**config.mk**
```make
export PLATFORM = sky130hd
export DESIGN_NAME = double_ended_queue_core
export DESIGN_NICKNAME = d
export VERILOG_FILES = /design/src/hw/rtl/dq_pkg.sv /design/src/hw/rtl/dq_ctrl.sv /design/src/hw/rtl/dq_datapath.sv /design/src/hw/rtl/double_ended_queue_core.sv
export SDC_FILE = /design/constraint.sdc
export NUM_CORES = 1
export LEC_CHECK = 0
export BUFFER_PORTS_ARGS = -buffer_cell sky130_fd_sc_hd__clkbuf_2
export CAP_MARGIN = 0
export CORE_AREA = 5 5 247 249
export CTS_BUF_LIST = sky130_fd_sc_hd__clkbuf_8
export CTS_CLUSTER_DIAMETER = 120
export DETAILED_ROUTE_END_ITERATION = 12
export DIE_AREA = 0 0 252 254
export GPL_TIMING_DRIVEN = 0
export PLACE_DENSITY = 0.66
export SETUP_SLACK_MARGIN = 0.05
export SLEW_MARGIN = 20
export SYNTH_ARGS = -nofsm -noshare
export SYNTH_HDL_FRONTEND = slang
export SYNTH_SLANG_ARGS = --single-unit
```
**constraint.sdc**
```tcl
create_clock -name clk -period 7.08 [get_ports clk]
set_input_delay 0.354 -clock clk [delete_from_list [all_inputs] [get_ports clk]]
set_output_delay 0.354 -clock clk [all_outputs]
set_load 0.01 [all_outputs]
```
**src/hw/rtl/dq_pkg.sv**
```systemverilog
// shared types and constants for the double-ended queue core
// no dependencies; used by dq_ctrl, dq_datapath and double_ended_queue_core
`default_nettype none

package dq_pkg;

    localparam int DEPTH_DEFAULT = 16;

    localparam int VALUE_W  = 32;
    localparam int CMD_W    = 3;
    localparam int POS_W    = 4;
    localparam int STATUS_W = 2;
    localparam int COUNT_W  = 5;

    // stream widths, payload padded to whole bytes
    localparam int S_DATA_W = 32;
    localparam int S_USER_W = 3;
    localparam int M_DATA_W = 48;
    localparam int M_USER_W = 2;

    typedef enum logic [CMD_W-1:0] {
        CMD_PUSH_BACK  = 3'd0,
        CMD_PUSH_FRONT = 3'd1,
        CMD_POP_BACK   = 3'd2,
        CMD_POP_FRONT  = 3'd3,
        CMD_FIND       = 3'd4,
        CMD_CLEAR      = 3'd5
    } cmd_t;

    typedef enum logic [STATUS_W-1:0] {
        ST_OK        = 2'd0,
        ST_EMPTY     = 2'd1,
        ST_FULL      = 2'd2,
        ST_NOT_FOUND = 2'd3
    } status_t;

    // controller to datapath
    typedef struct packed {
        logic    in_load;
        logic    wr_back;
        logic    wr_front;
        logic    rd_back;
        logic    rd_front;
        logic    clr;
        logic    scan_first;
        logic    scan_next;
        logic    out_load;
        status_t out_status;
        logic    out_pop;
        logic    out_pos;
    } dp_cmd_t;

    // datapath to controller
    typedef struct packed {
        logic [CMD_W-1:0] cmd;
        logic             empty;
        logic             full;
        logic             hit;
        logic             scan_last;
        logic             out_free;
    } dp_stat_t;

endpackage

`default_nettype wire

```
**src/hw/rtl/dq_ctrl.sv**
```systemverilog
// command sequencer for the double-ended queue core
// depends on dq_pkg for command codes, status codes and the control structs
`default_nettype none

module dq_ctrl (
    input  wire logic           clk,
    input  wire logic           rst_n,
    input  wire logic           s_tvalid,
    output logic                s_tready,
    input  wire dq_pkg::dp_stat_t stat,
    output dq_pkg::dp_cmd_t     cmd
);

    typedef enum logic [3:0] {
        S_IDLE = 4'b0001,
        S_EXEC = 4'b0010,
        S_SCAN = 4'b0100,
        S_DONE = 4'b1000
    } state_t;

    state_t          state_reg, state_next;
    dq_pkg::status_t pend_status_reg, pend_status_next;
    logic            pend_pop_reg, pend_pop_next;
    logic            pend_pos_reg, pend_pos_next;

    always_ff @(posedge clk or negedge rst_n)
    begin
        if (!rst_n)
        begin
            state_reg       <= S_IDLE;
            pend_status_reg <= dq_pkg::ST_OK;
            pend_pop_reg    <= 1'b0;
            pend_pos_reg    <= 1'b0;
        end
        else
        begin
            state_reg       <= state_next;
            pend_status_reg <= pend_status_next;
            pend_pop_reg    <= pend_pop_next;
            pend_pos_reg    <= pend_pos_next;
        end
    end

    always_comb
    begin
        dq_pkg::status_t fin_status;
        logic            fin_now;

        state_next       = state_reg;
        pend_status_next = pend_status_reg;
        pend_pop_next    = pend_pop_reg;
        pend_pos_next    = pend_pos_reg;
        cmd              = '0;
        s_tready         = 1'b0;
        fin_status       = dq_pkg::ST_OK;
        fin_now          = 1'b0;

        case (state_reg)
            S_IDLE:
            begin
                s_tready    = 1'b1;
                cmd.in_load = s_tvalid;
                if (s_tvalid)
                begin
                    state_next = S_EXEC;
                end
            end

            S_EXEC:
            begin
                case (stat.cmd)
                    dq_pkg::CMD_PUSH_BACK:
                    begin
                        fin_now = 1'b1;
                        if (stat.full)
                        begin
                            fin_status = dq_pkg::ST_FULL;
                        end
                        else
                        begin
                            cmd.wr_back = 1'b1;
                        end
                    end
                    dq_pkg::CMD_PUSH_FRONT:
                    begin
                        fin_now = 1'b1;
                        if (stat.full)
                        begin
                            fin_status = dq_pkg::ST_FULL;
                        end
                        else
                        begin
                            cmd.wr_front = 1'b1;
                        end
                    end
                    dq_pkg::CMD_POP_BACK,
                    dq_pkg::CMD_POP_FRONT:
                    begin
                        if (stat.empty)
                        begin
                            fin_now    = 1'b1;
                            fin_status = dq_pkg::ST_EMPTY;
                        end
                        else
                        begin
                            // read data lands in the next cycle
                            cmd.rd_back      = (stat.cmd == dq_pkg::CMD_POP_BACK);
                            cmd.rd_front     = (stat.cmd == dq_pkg::CMD_POP_FRONT);
                            pend_status_next = dq_pkg::ST_OK;
                            pend_pop_next    = 1'b1;
                            pend_pos_next    = 1'b0;
                            state_next       = S_DONE;
                        end
                    end
                    dq_pkg::CMD_FIND:
                    begin
                        if (stat.empty)
                        begin
                            fin_now    = 1'b1;
                            fin_status = dq_pkg::ST_EMPTY;
                        end
                        else
                        begin
                            cmd.scan_first = 1'b1;
                            state_next     = S_SCAN;
                        end
                    end
                    dq_pkg::CMD_CLEAR:
                    begin
                        fin_now = 1'b1;
                        cmd.clr = 1'b1;
                    end
                    default:
                    begin
                        fin_now = 1'b1;
                    end
                endcase

                if (fin_now)
                begin
                    if (stat.out_free)
                    begin
                        cmd.out_load   = 1'b1;
                        cmd.out_status = fin_status;
                        state_next     = S_IDLE;
                    end
                    else
                    begin
                        pend_status_next = fin_status;
                        pend_pop_next    = 1'b0;
                        pend_pos_next    = 1'b0;
                        state_next       = S_DONE;
                    end
                end
            end

            S_SCAN:
            begin
                if (stat.hit)
                begin
                    pend_status_next = dq_pkg::ST_OK;
                    pend_pop_next    = 1'b0;
                    pend_pos_next    = 1'b1;
                    state_next       = S_DONE;
                end
                else if (stat.scan_last)
                begin
                    pend_status_next = dq_pkg::ST_NOT_FOUND;
                    pend_pop_next    = 1'b0;
                    pend_pos_next    = 1'b0;
                    state_next       = S_DONE;
                end
                else
                begin
                    cmd.scan_next = 1'b1;
                end
            end

            S_DONE:
            begin
                if (stat.out_free)
                begin
                    cmd.out_load   = 1'b1;
                    cmd.out_status = pend_status_reg;
                    cmd.out_pop    = pend_pop_reg;
                    cmd.out_pos    = pend_pos_reg;
                    state_next     = S_IDLE;
                end
            end

            default:
            begin
                state_next = S_IDLE;
            end
        endcase
    end

endmodule

`default_nettype wire

```
**src/hw/rtl/dq_datapath.sv**
```systemverilog
// ring store, head and occupancy pointers, scan counters and output register
// depends on dq_pkg for widths, codes and the control structs
`default_nettype none

module dq_datapath #(
    parameter int DEPTH = dq_pkg::DEPTH_DEFAULT
) (
    input  wire logic                        clk,
    input  wire logic                        rst_n,
    input  wire logic [dq_pkg::S_DATA_W-1:0] s_tdata,
    input  wire logic [dq_pkg::S_USER_W-1:0] s_tuser,
    input  wire dq_pkg::dp_cmd_t             cmd,
    output dq_pkg::dp_stat_t                 stat,
    output logic                             m_tvalid,
    input  wire logic                        m_tready,
    output logic [dq_pkg::M_DATA_W-1:0]      m_tdata,
    output logic [dq_pkg::M_USER_W-1:0]      m_tuser
);

    localparam int AW = $clog2(DEPTH);
    localparam int CW = $clog2(DEPTH + 1);
    localparam logic [AW:0]   DEPTH_W = (AW + 1)'(DEPTH);
    localparam logic [AW-1:0] LAST_A  = AW'(DEPTH - 1);
    localparam logic [CW-1:0] FULL_C  = CW'(DEPTH);
    localparam int PAD_W = dq_pkg::M_DATA_W - dq_pkg::VALUE_W - dq_pkg::POS_W
                           - dq_pkg::COUNT_W;

    logic [dq_pkg::VALUE_W-1:0] ring_mem [DEPTH];

    logic [dq_pkg::CMD_W-1:0]   cmd_reg;
    logic [dq_pkg::VALUE_W-1:0] val_reg;
    logic [AW-1:0]              head_reg, head_next;
    logic [CW-1:0]              occ_reg, occ_next;
    logic [AW-1:0]              scan_addr_reg, scan_addr_next;
    logic [AW-1:0]              cmp_idx_reg, cmp_idx_next;
    logic [dq_pkg::VALUE_W-1:0] rd_data_reg;

    logic                        out_valid_reg;
    logic [dq_pkg::VALUE_W-1:0]  out_value_reg;
    logic [dq_pkg::POS_W-1:0]    out_pos_reg;
    logic [dq_pkg::STATUS_W-1:0] out_status_reg;
    logic [dq_pkg::COUNT_W-1:0]  out_count_reg;

    logic [AW-1:0] head_inc, head_dec, scan_inc;
    logic [AW-1:0] ring_off, ring_addr;
    logic [AW:0]   ring_sum;
    logic          wr_en, rd_en;
    logic [AW-1:0] wr_addr, rd_addr;
    logic [AW:0]   cmp_plus, occ_ext;
    logic [AW+3:0] idx_ext;
    logic [CW+4:0] count_ext;

    // ring pointer arithmetic, one compare and subtract for the wrap
    assign head_inc = (head_reg == LAST_A) ? '0 : head_reg + 1'b1;
    assign head_dec = (head_reg == '0) ? LAST_A : head_reg - 1'b1;
    assign scan_inc = (scan_addr_reg == LAST_A) ? '0 : scan_addr_reg + 1'b1;
    assign ring_off = cmd.rd_back ? AW'(occ_reg - 1'b1) : AW'(occ_reg);
    assign ring_sum = {1'b0, head_reg} + {1'b0, ring_off};
    assign ring_addr = (ring_sum >= DEPTH_W) ? AW'(ring_sum - DEPTH_W) : ring_sum[AW-1:0];

    assign wr_en   = cmd.wr_back | cmd.wr_front;
    assign wr_addr = cmd.wr_front ? head_dec : ring_addr;
    assign rd_en   = cmd.rd_back | cmd.rd_front | cmd.scan_first | cmd.scan_next;
    assign rd_addr = cmd.rd_back ? ring_addr :
                     (cmd.rd_front | cmd.scan_first) ? head_reg : scan_addr_reg;

    always_comb
    begin
        head_next      = head_reg;
        occ_next       = occ_reg;
        scan_addr_next = scan_addr_reg;
        cmp_idx_next   = cmp_idx_reg;
        if (cmd.clr)
        begin
            head_next = '0;
            occ_next  = '0;
        end
        if (cmd.wr_front)
        begin
            head_next = head_dec;
        end
        if (cmd.rd_front)
        begin
            head_next = head_inc;
        end
        if (wr_en)
        begin
            occ_next = occ_reg + 1'b1;
        end
        if (cmd.rd_back | cmd.rd_front)
        begin
            occ_next = occ_reg - 1'b1;
        end
        if (cmd.scan_first)
        begin
            scan_addr_next = head_inc;
            cmp_idx_next   = '0;
        end
        if (cmd.scan_next)
        begin
            scan_addr_next = scan_inc;
            cmp_idx_next   = cmp_idx_reg + 1'b1;
        end
    end

    always_ff @(posedge clk)
    begin
        if (wr_en)
        begin
            ring_mem[wr_addr] <= val_reg;
        end
        if (rd_en)
        begin
            rd_data_reg <= ring_mem[rd_addr];
        end
    end

    always_ff @(posedge clk)
    begin
        if (cmd.in_load)
        begin
            cmd_reg <= s_tuser;
            val_reg <= s_tdata;
        end
        scan_addr_reg <= scan_addr_next;
        cmp_idx_reg   <= cmp_idx_next;
    end

    always_ff @(posedge clk or negedge rst_n)
    begin
        if (!rst_n)
        begin
            head_reg <= '0;
            occ_reg  <= '0;
        end
        else
        begin
            head_reg <= head_next;
            occ_reg  <= occ_next;
        end
    end

    // output register, count reflects the state after the command
    assign idx_ext   = {4'b0, cmp_idx_reg};
    assign count_ext = {5'b0, occ_next};

    always_ff @(posedge clk or negedge rst_n)
    begin
        if (!rst_n)
        begin
            out_valid_reg <= 1'b0;
        end
        else if (cmd.out_load)
        begin
            out_valid_reg <= 1'b1;
        end
        else if (m_tready)
        begin
            out_valid_reg <= 1'b0;
        end
    end

    always_ff @(posedge clk)
    begin
        if (cmd.out_load)
        begin
            out_value_reg  <= cmd.out_pop ? rd_data_reg : '0;
            out_pos_reg    <= cmd.out_pos ? idx_ext[dq_pkg::POS_W-1:0] : '0;
            out_status_reg <= cmd.out_status;
            out_count_reg  <= count_ext[dq_pkg::COUNT_W-1:0];
        end
    end

    assign m_tvalid = out_valid_reg;
    assign m_tdata  = {{PAD_W{1'b0}}, out_count_reg, out_pos_reg, out_value_reg};
    assign m_tuser  = out_status_reg;

    assign cmp_plus = {1'b0, cmp_idx_reg} + (AW + 1)'(1);
    assign occ_ext  = (AW + 1)'(occ_reg);

    assign stat.cmd       = cmd_reg;
    assign stat.empty     = (occ_reg == '0);
    assign stat.full      = (occ_reg == FULL_C);
    assign stat.hit       = (rd_data_reg == val_reg);
    assign stat.scan_last = (cmp_plus == occ_ext);
    assign stat.out_free  = ~out_valid_reg | m_tready;

`ifndef NO_ASSERTIONS
    a_no_push_full: assert property (@(posedge clk) disable iff (!rst_n)
        wr_en |-> !stat.full)
        else $error("push issued on a full ring");
    a_no_pop_empty: assert property (@(posedge clk) disable iff (!rst_n)
        (cmd.rd_back | cmd.rd_front) |-> !stat.empty)
        else $error("pop issued on an empty ring");
    a_occ_bound: assert property (@(posedge clk) disable iff (!rst_n)
        occ_reg <= FULL_C)
        else $error("occupancy beyond depth");
    a_out_no_overwrite: assert property (@(posedge clk) disable iff (!rst_n)
        cmd.out_load |-> stat.out_free)
        else $error("result loaded over an unsent beat");
    a_scan_in_range: assert property (@(posedge clk) disable iff (!rst_n)
        cmd.scan_next |-> (!stat.scan_last && $past(rd_en)))
        else $error("scan stepped past the last entry");
`endif

endmodule

`default_nettype wire

```
**src/hw/rtl/double_ended_queue_core.sv**
```systemverilog
// top level of the double-ended queue core: sequencer plus datapath
// depends on dq_pkg, dq_ctrl and dq_datapath
//
// usage:
//   slave channel: s_tuser carries the command (push back, push front, pop back,
//   pop front, find, clear), s_tdata the value pushed or searched for
//   master channel: one result beat per command; m_tdata/m_tuser fields listed at the ports
//   command steps, one command at a time, when the output is free:
//     push, clear, unused codes: accept, then execute and load the result
//     pop: accept, then a registered read of the ring store, then load the result
//     find: accept, read the head entry, then compare one entry after another from
//           the head until a match or the last entry, then load; the scan reads one entry
//           per cycle through the single read port of the ring store
//   result beat appears in the cycle after the last working cycle of its command
//   reset clears head, occupancy and the output valid; the ring store is not
//   cleared, since only entries that hold queued values are ever read
//   a new command beat is taken while a result beat still waits; if the
//   receiver stalls, the next result is held inside until the output frees
`default_nettype none

module double_ended_queue_core #(
    parameter int DEPTH = dq_pkg::DEPTH_DEFAULT
) (
    input  wire logic                        clk,
    input  wire logic                        rst_n,
    input  wire logic                        s_tvalid,
    output logic                             s_tready,
    // data_value[31:0]
    input  wire logic [dq_pkg::S_DATA_W-1:0] s_tdata,
    // cmd[2:0]
    input  wire logic [dq_pkg::S_USER_W-1:0] s_tuser,
    output logic                             m_tvalid,
    input  wire logic                        m_tready,
    // out_value[31:0], found_position[35:32], entry_count[40:36], zero pad
    output logic [dq_pkg::M_DATA_W-1:0]      m_tdata,
    // status[1:0]
    output logic [dq_pkg::M_USER_W-1:0]      m_tuser
);

    dq_pkg::dp_cmd_t  dp_cmd;
    dq_pkg::dp_stat_t dp_stat;

    // sequencer: one command at a time, result held until the output frees
    dq_ctrl u_ctrl (
        .clk      (clk),
        .rst_n    (rst_n),
        .s_tvalid (s_tvalid),
        .s_tready (s_tready),
        .stat     (dp_stat),
        .cmd      (dp_cmd)
    );

    // ring store with pointers and the result register
    dq_datapath #(
        .DEPTH (DEPTH)
    ) u_datapath (
        .clk      (clk),
        .rst_n    (rst_n),
        .s_tdata  (s_tdata),
        .s_tuser  (s_tuser),
        .cmd      (dp_cmd),
        .stat     (dp_stat),
        .m_tvalid (m_tvalid),
        .m_tready (m_tready),
        .m_tdata  (m_tdata),
        .m_tuser  (m_tuser)
    );

endmodule

`default_nettype wire
```
# After elaboration in Yosys (flattened, before gate mapping)

Memories as Yosys holds them, arrays and structs flattened. A register that Yosys moved wholly into a read port is not among the register bits.
Index checks and enable logic that the tools add are counted.

Register bits after elaboration: 104
Memory bits (writable): 512
Memories: 1

Add/subtract/negate cells: 9
Magnitude comparators: 1
Equal/unequal tests: 20
Multiplexer cells: 77
Bitwise logic cells: 7
Reductions and logical operators: 12

Memory list:

| name                | depth | width | rd ports | clocked after Yosys merged registers in | wr ports | line              | source |
|---|---|---|---|---|---|---|---|
| u_datapath.ring_mem | 16    | 32    | 1        | 1                                       | 1        | dq_datapath.sv:28 | `logic [dq_pkg::VALUE_W-1:0] ring_mem [DEPTH];` |

Operators by type and width:

| kind                                                                  | number |
|---|---|
| 4-bit 2-to-1 mux                                                      | 23 |
| 32-bit equality test                                                  | 1 |
| 1-bit 2-to-1 mux                                                      | 30 |
| 2-bit 2-to-1 mux                                                      | 10 |
| 5-bit 2-to-1 mux                                                      | 4 |
| 4-bit one-hot mux with 4 select lines                                 | 1 |
| 4-bit by 1-bit adder with 4-bit output, second input constant         | 3 |
| 4-bit equality test, second input constant                            | 3 |
| 4-bit by 3-bit != test with 1-bit output, second input constant       | 3 |
| 2-bit one-hot mux with 2 select lines                                 | 2 |
| 4-bit one-hot mux with 2 select lines                                 | 1 |
| 4-bit by 1-bit subtractor with 4-bit output, second input constant    | 2 |
| 3-bit by 2-bit equality test with 1-bit output, second input constant | 2 |
| 3-bit equality test, second input constant                            | 2 |
| 3-bit 2-to-1 mux                                                      | 2 |
| 6-bit 2-to-1 mux                                                      | 1 |
| 1-bit bitwise OR                                                      | 6 |
| 3-bit one-hot mux with 2 select lines                                 | 1 |
| 6-bit AND reduction                                                   | 1 |
| 2-bit nonzero test                                                    | 3 |
| 4-bit by 1-bit adder with 5-bit output, second input constant         | 1 |
| 4-bit by 4-bit adder with 5-bit output                                | 1 |
| 5-bit by 1-bit adder with 5-bit output, second input constant         | 1 |
| 5-bit equality test                                                   | 1 |
| other kinds (18)                                                      | 21 |

# Longest topological paths before layout

Gate-level depths: netlist (run 1).

Depth in word-level cells: 9
Depth in mapped cells: 21

# Cells and area by module

From an unflattened synthesis (run 1), not the netlist that was laid out.

Cell total of the unflattened synthesis: 1,763
Area, all modules: 26,385.3 µm²

Modules (own cells, without submodules):

| module      | instances | cells an instance | area an instance (µm²) |
|---|---|---|---|
| dq_datapath | 1         | 1,678             | 25,669.6 |
| dq_ctrl     | 1         | 85                | 715.7 |

# Least setup slack after synthesis (run 1)

Ideal clock, no wire load.

Path type: register to register
Start point: register u_datapath.occ_reg[1] (netlist: u_datapath.occ_ext[1])
End point: memory u_datapath.ring_mem[10][0] (netlist bit) (enable)
Library setup time: 0.421 ns
Data arrival time: 5.061 ns
Slack: 1.598 ns
Cell stages (with the launch flop): 19
Cell sequence: dfrtp_1 clkbuf_1 inv_1 ha_1 nor4b_4 or4_1 clkbuf_1 clkbuf_1 clkbuf_1 nand2_1 o21ai_0 ha_1 a21o_1 a21oi_1 xnor2_1 xor2_1 a21o_1 nand2_1 nor2_1

Cells in the longest elaborated chain, start to end: 9

RTL lines:

| item                                                                                      | line               | source |
|---|---|---|
| from (decl)                                                                               | dq_datapath.sv:33  | `logic [CW-1:0] occ_reg, occ_next;` |
| from (signal assigned)                                                                    | dq_datapath.sv:139 | `occ_reg <= occ_next;` |
| 5-bit logical NOT                                                                         | dq_datapath.sv:182 | `assign stat.empty = (occ_reg == '0);` |
| 2-bit 2-to-1 mux                                                                          | dq_ctrl.sv:99      | `if (stat.empty)` |
| 2-bit 2-to-1 mux                                                                          | dq_ctrl.sv:71      | `case (stat.cmd)` |
| 6-bit 2-to-1 mux                                                                          | dq_ctrl.sv:58      | `case (state_reg)` |
| 4-bit 2-to-1 mux                                                                          | dq_datapath.sv:57  | `assign ring_off = cmd.rd_back ? AW'(occ_reg - 1'b1) : AW'(occ_reg);` |
| 4-bit by 4-bit adder with 5-bit output                                                    | dq_datapath.sv:58  | `assign ring_sum = {1'b0, head_reg} + {1'b0, ring_off};` |
| 4-bit by 1-bit subtractor with 4-bit output / 5-bit >= comparator (equally long branches) | dq_datapath.sv:59  | `assign ring_addr = (ring_sum >= DEPTH_W) ? AW'(ring_sum - DEPTH_W) : ring_sum[AW-1:0];` |
| 4-bit 2-to-1 mux                                                                          | dq_datapath.sv:59  |  |
| 4-bit 2-to-1 mux                                                                          | dq_datapath.sv:62  | `assign wr_addr = cmd.wr_front ? head_dec : ring_addr;` |
| to (decl)                                                                                 | dq_datapath.sv:28  |  |

Several ways; a longest one is shown, not always the timed one.

# Worst setup path in the final report (run 1)

Start point: register u_datapath.occ_reg[1] (netlist: u_datapath.occ_ext[1])
End point: memory u_datapath.ring_mem[15][27] (netlist bit) (enable)

Same word-level chain as after synthesis.

==> out/qor.csv, run 1 <==
metric;value;unit
viasPerCell;6.16;
largest_register_ffs;512;
gp_routability_congestion;0.906;
post_synth.cell_area_avg;13.4;sq um
post-layout-total-power;10.0;mW
drcViolationCount;0;
clock_tree_buffer_depth;3;
pin_count_of_the_biggest_net_entering_global_routing;45;
final_antenna_net_count;0;
critPathLaunchType;register;
first_global_vias;19554;
async_flop_share;2.78;%
final_period_minus_worst_setup_slack;6.44;ns
synthToLayoutAreaGrowth;15.5;%
switching_share;31.7;%
fraction_of_final_layout_cells_with_drive_strength_greater_than_1;12.9;%
synth-seq-cells;648;
final_min_period_over_clock_period;91.0;%
grt_antenna_before_repair;0;
io_buffer_count;83;
detailedPlace.worstSlack;0.711;ns
drt_iter0_markers;2349;
share_comb_of_total_power;20.4;%
layout.filler_cells;4622;
placeableCoreArea;58500;sq um
design.die.area;64000;sq um
worst-slew-pin-transition;1.01;ns
power.sequential.fraction;48.0;%
critical_path_class;reg -> reg;
cts_root_buf;sky130_fd_sc_hd__clkbuf_8;
hp-class;in -> async;
fp.dieW;252;um
yosysUniqueCellTypes;66;
cts_post_setup_buffers_inserted;0;
report.final.slew_viol_count;0;
final_nets;2452;
grt_remaining_overflow;0;
tritoncts_num_sinks;648;
post_cts_resize_count;0;
ios;91;
postSynth.topFlopCell;sky130_fd_sc_hd__edfxtp_1;
cp-end-kind;register;
cts.hold.buffers_added;37;
synth-warning-count;0;
wl_per_instance;25.2;um
rel_slew_slack;32.7;%
first_pass_grt_wire_length;121;mm
cts_tree;built;
synth_enable_flop_cells;630;
syn-instance-count;2148;
skew;0.0410;ns
worst_skew_pair_later_pin_latency;0.74;ns
post_synth_instance_area;28800;sq um
synth_seq_area_share;67.2;%
initial_core_util;49.3;%
timing.final.setup_violations;0;
setup_slack;0.637;ns
first_pass_iters;7;
grt_setup_unrepaired;no;
cellLeakagePower;12.2;nW
groute.usage.overall;25.0;%
clock_share_of_power;31.5;%
ys_top_cells_by_area;sky130_fd_sc_hd__edfxtp_1, sky130_fd_sc_hd__a2111oi_0, sky130_fd_sc_hd__mux2i_1;
max-cap-violations;0;
net-switching-power;3.17;mW
power_density;301;nW/um^2
p_int;6.84;mW
hold_viol;0;
largest_fanout_on_the_critical_path;18;
timing.critical_path.arrival;6.85;ns
post_synthesis_cell_type_with_the_largest_combined_area;sky130_fd_sc_hd__edfxtp_1;
fmax;155;MHz
via_count;20080;
yosysTopAreaCellShare;65.6;%
routed_wirelength;82.1;mm
run_status;complete, no violations;
required_time_of_the_critical_path;7.48;ns
die_height;254;um
placementRows;89;
clk_transition_reported_paths;0.08;ns
cts_buffers;104;
registers.top_by_ff_count;u_datapath.ring_mem;
h_tree_levels;3;
dp.final_hpwl;56.4;mm
vdd.ir_drop.worst;0.196;mV
==> cells by family after synthesis <==
group | Yosys count | synth area share (%)
DFF | 648 | 67.2
other | 1 | 0.0130
AOI/OAI and AO/OA | 490 | 13.1
adders and majority gates | 12 | 0.547
xor gates and xnor gates | 46 | 1.40
and+or+nand+nor | 524 | 9.43
muxes | 102 | 3.55
buffers and inverters | 325 | 4.78
==> layout make-up <==
cell class,count,area (sq um),share of cell area [%]
antenna,1,2.50,0.00752
buffer,183,846,2.54
clock buffer,110,1510,4.55
clock inverter,83,517,1.55
inverter,142,533,1.60
multi-input combinational,1181,8250,24.8
sequential,648,19400,58.2
tap,773,967,2.91
timing repair buffer,141,1280,3.86
==> layer usage <==
layer / vias to the layer above / GRT usage, % / routed length (um)
li1: 8846 / - / -
met3: 208 / 4.45 / 6680
met2: 1038 / 40.2 / 38800
met5: - / 0 / 0
met1: 9988 / 34.3 / 33400
met4: 0 / 9.96 / 3310
==> cell usage in the layout (no fill, tap or decap), types with 4 or more instances in the layout <==
master | netlist | layout
sky130_fd_sc_hd__edfxtp_1 | 630 | 630
sky130_fd_sc_hd__inv_1 | 141 | 168
sky130_fd_sc_hd__nand2_1 | 162 | 161
sky130_fd_sc_hd__a21oi_1 | 138 | 138
sky130_fd_sc_hd__clkbuf_1 | 131 | 131
sky130_fd_sc_hd__a2111oi_0 | 129 | 129
sky130_fd_sc_hd__clkbuf_8 | 0 | 110
sky130_fd_sc_hd__and3_1 | 102 | 102
sky130_fd_sc_hd__mux2i_1 | 100 | 100
sky130_fd_sc_hd__clkbuf_2 | 0 | 83
sky130_fd_sc_hd__nor3_1 | 71 | 71
sky130_fd_sc_hd__nand2b_1 | 70 | 69
sky130_fd_sc_hd__a211o_1 | 66 | 66
sky130_fd_sc_hd__a221o_1 | 65 | 65
sky130_fd_sc_hd__xnor2_1 | 42 | 42
sky130_fd_sc_hd__nand3_1 | 37 | 37
sky130_fd_sc_hd__dlygate4sd3_1 | 0 | 37
sky130_fd_sc_hd__a32oi_1 | 32 | 32
sky130_fd_sc_hd__clkinv_1 | 1 | 26
sky130_fd_sc_hd__buf_2 | 25 | 25
sky130_fd_sc_hd__nor2_1 | 38 | 22
sky130_fd_sc_hd__clkinv_2 | 0 | 19
sky130_fd_sc_hd__dfrtp_1 | 17 | 17
sky130_fd_sc_hd__nor2_4 | 0 | 16
sky130_fd_sc_hd__buf_6 | 13 | 13
sky130_fd_sc_hd__buf_16 | 0 | 12
sky130_fd_sc_hd__o21ai_0 | 12 | 11
sky130_fd_sc_hd__nand4_1 | 11 | 11
sky130_fd_sc_hd__ha_1 | 11 | 11
sky130_fd_sc_hd__a31oi_1 | 10 | 10
sky130_fd_sc_hd__buf_4 | 8 | 9
sky130_fd_sc_hd__buf_12 | 0 | 8
sky130_fd_sc_hd__a21o_1 | 7 | 7
sky130_fd_sc_hd__conb_1 | 1 | 7
sky130_fd_sc_hd__and2_1 | 7 | 6
sky130_fd_sc_hd__buf_1 | 6 | 6
sky130_fd_sc_hd__bufinv_16 | 0 | 5
sky130_fd_sc_hd__xor2_1 | 4 | 4
==> power groups by stage <==
| stage | clock (mW) | combinational, mW | sequential [mW] |
|---|---|---|---|
| final | 3.15 | 2.05 | 4.81 |
| after global routing | 3.37 | 2.19 | 4.82 |
| after CTS | 3.20 | 2.02 | 4.81 |
| after detailed placement | 0 | 1.99 | 4.88 |
| after global placement | 0 | 1.85 | 4.88 |
| after floorplan | 0 | 1.26 | 4.76 |
==> cell usage after synthesis (all sizes together), types with 32 or more instances <==
cell,instances
nor2,38
nand2b,70
buf,52
mux2i,100
edfxtp,630
a21oi,138
inv,141
a221o,65
nor3,71
xnor2,42
nand2,162
a211o,66
a2111oi,131
clkbuf,131
a32oi,32
nand3,37
and3,102
==> final timing paths <==
check | end | from | cells past startpoint | slack (ns)
max in group asynchronous | u_ctrl.state_reg[0] | rst_n | 2 | 6.54
min | u_datapath.head_reg[3] | rst_n | 2 | 0.15
max | u_datapath.ring_mem[15][27] | u_datapath.occ_ext[1] | 18 | 0.64
min reg2reg | u_ctrl.pend_status_reg[0] | u_ctrl.pend_status_reg[0] | 1 | 0.52
max reg2reg | u_datapath.ring_mem[15][27] | u_datapath.occ_ext[1] | 18 | 0.64
min in group clk | u_datapath.m_tvalid | m_tready | 3 | 0.16
==> through the flow <==
step / cells / hold WS, ns / setup TNS (ns) / instance area (sq um) / utilization [%]
CTS: 3261 / 0.111 / 0 / 33300 / 56.9
finish: 3262 / 0.147 / 0 / 33300 / 56.9
global placement: 3010 / 0.344 / -379.42 / 30200 / 51.7
detailed placement: 3031 / 0.356 / 0 / 30900 / 52.8
floorplan: 2154 / 0.0584 / 0 / 28900 / -
global route: 3261 / 0.121 / 0 / 33300 / 56.9
==> worst max-delay path: stages, from the launching register on <==
cell and delay [ns]:
sky130_fd_sc_hd__dfrtp_1 0.38, sky130_fd_sc_hd__clkbuf_1 0.20, sky130_fd_sc_hd__inv_1 0.14, sky130_fd_sc_hd__ha_1 0.18, sky130_fd_sc_hd__nor4b_4 0.51, sky130_fd_sc_hd__or4_1 0.27, sky130_fd_sc_hd__clkbuf_1 0.45, sky130_fd_sc_hd__clkbuf_1 0.56
sky130_fd_sc_hd__clkbuf_1 0.50, sky130_fd_sc_hd__o21ai_0 0.22, sky130_fd_sc_hd__ha_1 0.32, sky130_fd_sc_hd__a21o_1 0.18, sky130_fd_sc_hd__a21oi_1 0.17, sky130_fd_sc_hd__xnor2_1 0.22, sky130_fd_sc_hd__xor2_1 0.46, sky130_fd_sc_hd__a21o_1 0.20
sky130_fd_sc_hd__nand2_1 0.23, sky130_fd_sc_hd__nor2_4 0.66, sky130_fd_sc_hd__buf_16 0.24
(Power assumes the default switching activity.)
==> run 2, diff against run 1 <==
--- a/config.mk
+++ b/config.mk
@@ -5,6 +5,7 @@
 export SDC_FILE = /design/constraint.sdc
 export NUM_CORES = 1
 export LEC_CHECK = 0
+export ABC_CLOCK_PERIOD_IN_PS = 7080
 export BUFFER_PORTS_ARGS = -buffer_cell sky130_fd_sc_hd__clkbuf_2
 export CAP_MARGIN = 0
 export CORE_AREA = 5 5 247 249
@@ -14,6 +15,7 @@
 export DIE_AREA = 0 0 252 254
 export GPL_TIMING_DRIVEN = 0
 export PLACE_DENSITY = 0.66
+export REMOVE_ABC_BUFFERS = 1
 export SETUP_SLACK_MARGIN = 0.05
 export SLEW_MARGIN = 20
 export SYNTH_ARGS = -nofsm -noshare
==> out/qor.csv, run 2 (synthesis gave the netlist of run 1 again) <==
metric;value;unit;change
design.die.area;64000;sq um;unchanged
antennaDiodeCount;0;;-1
timing.critical_path.arrival;6.34;ns;-0.51 ns
vdd.ir_drop.worst;0.267;mV;+36%
drcViolationCount;0;;unchanged
layout.cells.most_common_list;sky130_fd_sc_hd__edfxtp_1, sky130_fd_sc_hd__inv_1, sky130_fd_sc_hd__nand2_1;;
worst_skew_pair_later_pin_latency;0.73;ns;about the same
pin_count_of_the_biggest_net_entering_global_routing;78;;+73%
grt_remaining_overflow;0;;unchanged
grt_setup_unrepaired;no;;
stdcell_count;3145;;-3.6%
critPathLaunchType;register;;
grt_antenna_before_repair;0;;unchanged
wl_per_instance;24.1;um;-4.3%
hold_viol;0;;unchanged
first_pass_grt_wire_length;114;mm;-6.1%
fmax;168;MHz;+8.5%
cts_root_buf;sky130_fd_sc_hd__clkbuf_8;;
detailedPlace.worstSlack;1.21;ns;+0.498 ns
dp.final_hpwl;48.1;mm;-15%
worst-slew-pin-transition;1.05;ns;+0.0439 ns
layout.cells.most_common;sky130_fd_sc_hd__edfxtp_1;;
layout.filler_cells;4582;;-0.87%
rel_slew_slack;29.7;%;-3.1 points
cp-end-kind;register;;
largest_register_ffs;512;;unchanged
placeableCoreArea;58500;sq um;unchanged
viasPerCell;6.15;;about the same
final_antenna_net_count;0;;unchanged
timing.setup.tns;0;ns;unchanged
power_density;289;nW/um^2;-3.7%
fraction_of_final_layout_cells_with_drive_strength_greater_than_1;14.3;%;+1.4 points
largest_fanout_on_the_critical_path;45;;+27
setup_slack;1.14;ns;+0.503 ns
timing.hold.ws;0.147;ns;+0.000223 ns
cts_tree;built;;
clock_tree_buffer_depth;3;;unchanged
groute.usage.overall;23.1;%;-1.9 points
required_time_of_the_critical_path;7.48;ns;about the same
skew;0.0512;ns;+0.0103 ns
h_tree_levels;3;;unchanged
drt_iter0_markers;1972;;-16%
worstPathBufferInverterCount;3;;-3
final_nets;2340;;-4.6%
die_height;254;um;unchanged
io_buffer_count;83;;unchanged
worst_path_largest_cell_delay;0.85;ns;+0.19 ns
cts.hold.buffers_added;37;;unchanged
via_count;19350;;-3.6%
worstPathCellList;inv_1 > ha_1 > nor4b_4 > or4_4 > buf_12 > nand2_1 > o21ai_0 > ha_1 > a21o_1 > a21oi_1 > xnor2_1 > xor2_1 > a21o_1 > nand2_1 > nor2_4 > buf_12;;
critical_path_class;reg -> reg;;
cts_post_setup_buffers_inserted;0;;unchanged
ios;91;;unchanged
hp-class;in -> reg;;
cts_buffers;105;;+0.96%
cellLeakagePower;12.3;nW;+0.98%
post_cts_resize_count;0;;unchanged
max-cap-violations;0;;unchanged
first_pass_iters;6;;-1
first_global_vias;19148;;-2.1%
run_status;complete, no violations;;
final_min_period_over_clock_period;83.9;%;-7.1 points
placedCellCount;2918;;-3.7%
timing.critical_path.max_delay_family;simple AND/OR/NAND/NOR gates;;
synthToLayoutAreaGrowth;15.7;%;
clk_transition_reported_paths;0.06;ns;-0.02 ns
fp.dieW;252;um;unchanged
post-layout-total-power;9.65;mW;-3.5%
placementRows;89;;unchanged
register_area;19400;sq um;about the same
routed_wirelength;75.8;mm;-7.7%
multiInputGateArea;8350;sq um;+1.2%
gp_routability_congestion;0.813;;-10%
initial_core_util;49.3;%;unchanged
report.final.slew_viol_count;0;;unchanged
registers.top_by_ff_count;u_datapath.ring_mem;;
final_period_minus_worst_setup_slack;5.94;ns;-0.503 ns
tritoncts_num_sinks;648;;unchanged
critical_path.slowest_cell;sky130_fd_sc_hd__nor4b_4;;
timing.final.setup_violations;0;;unchanged
==> run 2: power breakdown <==
| part | total, mW | internal [mW] | switching (mW) | leakage, nW |
|---|---|---|---|---|
| Clock | 2.88 | 1.42 | 1.47 | 1.09 |
| Sequential | 4.80 | 4.53 | 0.266 | 5.95 |
| Combinational | 1.97 | 0.724 | 1.25 | 5.24 |
==> run 2: worst min-delay path, stage by stage <==
cell and delay [ns]:
sky130_fd_sc_hd__clkbuf_2 0.08, sky130_fd_sc_hd__nand2b_1 0.26, sky130_fd_sc_hd__nand2b_1 0.09
==> run 2: area by class of cell <==
class                      instances  area share, %
timing repair buffer             211           6.85
clock buffer                     108           4.46
sequential                       648           58.1
multi-input combinational       1181           25.0
clock inverter                    82           1.08
tap                              773           2.90
inverter                         142           1.60
==> run 2: per-layer routing <==
metal / GRT usage [%] / part of all wire (%) / vias up / routed length (um)
met2: 36.5 / 47 / 923 / 35300
met3: 4.41 / 8.3 / 201 / 6280
met4: 9.49 / 3.9 / 0 / 2970
li1: - / - / 8594 / -
met1: 31.8 / 41 / 9632 / 31300
met5: 0 / 0 / - / 0
==> run 2: worst paths after layout <==
| kind | start | endpoint | slack [ns] | cells after the start |
|---|---|---|---|---|
| setup / recovery | u_datapath.occ_ext[0] | u_datapath.ring_mem[15][8] | 1.14 | 16 |
| hold / removal | m_tready | u_datapath.m_tvalid | 0.15 | 3 |
| setup reg to reg | u_datapath.occ_ext[0] | u_datapath.ring_mem[15][8] | 1.14 | 16 |
| hold reg to reg | u_ctrl.pend_status_reg[1] | u_ctrl.pend_status_reg[1] | 0.51 | 1 |
| max in group asynchronous | rst_n | u_ctrl.pend_pop_reg | 6.56 | 2 |
| min in group asynchronous | rst_n | u_datapath.occ_ext[0] | 0.16 | 2 |
==> run 2: stage by stage <==
step / util, % / instance area [sq um]
2_1_floorplan: - / 28000
3_3_place_gp: 50.3 / 29400
3_5_place_dp: 53.3 / 31100
4_1_cts: 57.1 / 33400
5_1_grt: 57.1 / 33400
6_report: 57.1 / 33400
==> run 3, diff against run 2 <==
--- a/config.mk
+++ b/config.mk
@@ -5,14 +5,15 @@
 export SDC_FILE = /design/constraint.sdc
 export NUM_CORES = 1
 export LEC_CHECK = 0
-export ABC_CLOCK_PERIOD_IN_PS = 7080
+export ABC_AREA = 1
+export ABC_CLOCK_PERIOD_IN_PS = 6000
 export BUFFER_PORTS_ARGS = -buffer_cell sky130_fd_sc_hd__clkbuf_2
 export CAP_MARGIN = 0
-export CORE_AREA = 5 5 247 249
+export CORE_AREA = 5 5 246 248
 export CTS_BUF_LIST = sky130_fd_sc_hd__clkbuf_8
 export CTS_CLUSTER_DIAMETER = 120
 export DETAILED_ROUTE_END_ITERATION = 12
-export DIE_AREA = 0 0 252 254
+export DIE_AREA = 0 0 251 253
 export GPL_TIMING_DRIVEN = 0
 export PLACE_DENSITY = 0.66
 export REMOVE_ABC_BUFFERS = 1
==> constraint.sdc (replaced) <==
create_clock -name clk -period 6 [get_ports clk]
set_input_delay 0.3 -clock clk [delete_from_list [all_inputs] [get_ports clk]]
set_output_delay 0.3 -clock clk [all_outputs]
set_load 0.01 [all_outputs]
==> out/qor.csv, run 3 <==
metric;value;unit;change
post_synth_instance_area;28800;sq um;-0.22%
dp.final_hpwl;46.2;mm;-4.0%
wl_met3;5.39;mm;-14%
met1Wirelength;29.8;mm;-4.7%
cts_root_buf;sky130_fd_sc_hd__clkbuf_8;;
grt_antenna_before_repair;1;;+1
post_synth.cell_area_avg;10.5;sq um;-22%
groute.usage.overall;23.1;%;about the same
clock_tree_buffer_depth;3;;unchanged
worst-slew-pin-transition;1.14;ns;+0.0889 ns
cellLeakagePower;14.4;nW;+18%
pin_count_of_the_biggest_net_entering_global_routing;103;;+32%
post-route-util;57.9;%;+0.88 points
synthToLayoutAreaGrowth;17.3;%;
stdcell_count;3764;;+20%
initial_core_util;49.4;%;+0.081 points
report.final.slew_viol_count;0;;unchanged
power_density;342;nW/um^2;+18%
worst_skew_pair_later_pin_latency;0.70;ns;-0.03 ns
design.die.area;63500;sq um;-0.79%
final_antenna_net_count;0;;unchanged
run_status;complete, no violations;;
registers.top_by_ff_count;u_datapath.ring_mem;;
post_cts_resize_count;0;;unchanged
rel_slew_slack;24.0;%;-5.6 points
final_nets;2953;;+26%
layout.cells.most_common_list;sky130_fd_sc_hd__nand3_1, sky130_fd_sc_hd__edfxtp_1, sky130_fd_sc_hd__inv_1;;
final_period_minus_worst_setup_slack;4.73;ns;-1.21 ns
ys_top_cells_by_area;sky130_fd_sc_hd__edfxtp_1, sky130_fd_sc_hd__nand3_1, sky130_fd_sc_hd__inv_1;;
fp.dieW;251;um;-0.40%
async_flop_share;2.78;%;unchanged
yosysTopAreaCellShare;65.8;%;+0.14 points
gp_routability_congestion;0.828;;+1.8%
io_buffer_count;83;;unchanged
skew;0.0376;ns;-0.0136 ns
critical_path.slowest_cell;sky130_fd_sc_hd__or2_4;;
cts_buffers;105;;unchanged
required_time_of_the_critical_path;6.45;ns;-1.03 ns
yosysUniqueCellTypes;42;;-36%
timing.critical_path.arrival;5.18;ns;-1.16 ns
cts_post_setup_buffers_inserted;0;;unchanged
worst_path_largest_cell_delay;0.48;ns;-0.37 ns
hp-class;in -> async;;
critPathMostFrequentCell;sky130_fd_sc_hd__nand3_1;;
cp-end-kind;register;;
post-layout-total-power;11.5;mW;+20%
wl_per_instance;19.5;um;-19%
grt_remaining_overflow;0;;unchanged
worstPathBufferInverterCount;4;;+1
final_min_period_over_clock_period;78.8;%;-5.1 points
vdd.ir_drop.worst;0.206;mV;-23%
highest_layer;met4;;
ios;91;;unchanged
routed_wirelength;73.4;mm;-3.1%
drt_iter0_markers;1936;;-1.8%
synth_enable_flop_cells;630;;unchanged
synth-seq-cells;648;;unchanged
layout.filler_cells;4691;;+2.4%
tritoncts_num_sinks;648;;unchanged
fraction_of_final_layout_cells_with_drive_strength_greater_than_1;11.1;%;-3.2 points
timing.critical_path.max_delay_family;simple AND/OR/NAND/NOR gates;;
worstPathCellList;inv_1 > ha_1 > nand3_4 > nand2_2 > xor2_1 > ha_1 > or2_4 > buf_12 > nand2_8 > buf_16 > buf_16 > nand2_1 > nand3_1 > nand3_1 > nand3_1 > nand2_1;;
first_pass_grt_wire_length;113;mm;-1.1%
layout.cells.most_common;sky130_fd_sc_hd__nand3_1;;
cts_tree;built;;
route.met2.wl;35.6;mm;+0.93%
hold_viol;0;;unchanged
max-cap-violations;0;;unchanged
placementRows;89;;unchanged
cts.hold.buffers_added;38;;+2.7%
synth_seq_area_share;67.3;%;+0.15 points
die_height;253;um;-0.39%
fin_area;33700;sq um;+1.2%
largest_register_ffs;512;;unchanged
placeableCoreArea;58200;sq um;-0.38%
ys_top_cells_by_count;sky130_fd_sc_hd__nand3_1, sky130_fd_sc_hd__edfxtp_1, sky130_fd_sc_hd__inv_1;;
viasPerCell;5.27;;-14%
synthMostInstantiatedCell;sky130_fd_sc_hd__nand3_1;;
post_synthesis_cell_type_with_the_largest_combined_area;sky130_fd_sc_hd__edfxtp_1;;
critical_path_class;reg -> reg;;
detailed_place.area;31300;sq um;+0.61%
clk_transition_reported_paths;0.06;ns;about the same
largest_fanout_on_the_critical_path;102;;+130%
via_count;19845;;+2.6%
first_global_vias;19646;;+2.6%
synth-warning-count;0;;unchanged
critPathLaunchType;register;;
timing.final.setup_violations;0;;unchanged
placedCellCount;3530;;+21%
syn-instance-count;2737;;+27%
first_pass_iters;6;;unchanged
postSynth.topFlopCell;sky130_fd_sc_hd__edfxtp_1;;
fmax;211;MHz;+26%
drcViolationCount;0;;unchanged
h_tree_levels;3;;unchanged
grt_setup_unrepaired;no;;
reg2reg_setup_slack;1.27;ns;+0.13 ns
## run 3: logic make-up (layout without fill, tap and decap cells)
group           count (synthesis)  in the layout  synth area share, %
buf+inv                       733            980                 10.3
xor+xnor                       34             34                 1.04
other cells                     1              8               0.0130
simple gates                 1261           1261                 19.8
compound gates                 48             48                0.970
flops                         648            648                 67.3
fa+ha+maj                      12             12                0.548
## run 3: final timing paths
path | cells past startpoint | start | endpoint
min | 2 | rst_n | u_ctrl.pend_pos_reg
max reg2reg | 16 | u_datapath.occ_ext[0] | u_datapath.rd_data_reg[5]
min in group clk | 2 | s_tdata[2] | u_datapath.val_reg[2]
max | 16 | u_datapath.occ_ext[0] | u_datapath.rd_data_reg[5]
max in group asynchronous | 2 | rst_n | u_ctrl.state_reg[0]
min reg2reg | 2 | u_ctrl.pend_status_reg[1] | u_ctrl.pend_status_reg[1]
## run 3: metrics by stage
step | TNS (ns) | hold slack [ns] | setup slack, ns
2_1_floorplan | -112.46 | 0.00441 | -3.52
3_3_place_gp | -700.80 | 0.284 | -11.81
3_5_place_dp | 0 | 0.284 | 1.29
4_1_cts | 0 | 0.0619 | 1.21
5_1_grt | 0 | 0.115 | 0.891
6_report | 0 | 0.114 | 1.27
## run 3: power by group
part	switching [mW]	internal, mW
clock	1.75	1.94
sequential	0.291	5.41
combinational	1.43	0.718
## run 3: layout make-up
| cell class | count | area (sq um) | share of cell area, % |
|---|---|---|---|
| well taps | 773 | 967 | 2.87 |
| multi-input cells | 1362 | 6690 | 19.8 |
| flip-flops and latches | 648 | 19400 | 57.4 |
| inverters | 599 | 2250 | 6.67 |
| diodes | 1 | 2.50 | 0.00742 |
| repair buffers | 186 | 2430 | 7.20 |
| clock buffers | 109 | 1500 | 4.45 |
| clock inverters | 86 | 532 | 1.58 |
## run 3: layer usage
layer	track usage (%)	vias up
met1	30.5	9467
met4	9.20	0
met2	38.4	853
met3	4.08	198
li1	-	9327
met5	0	-
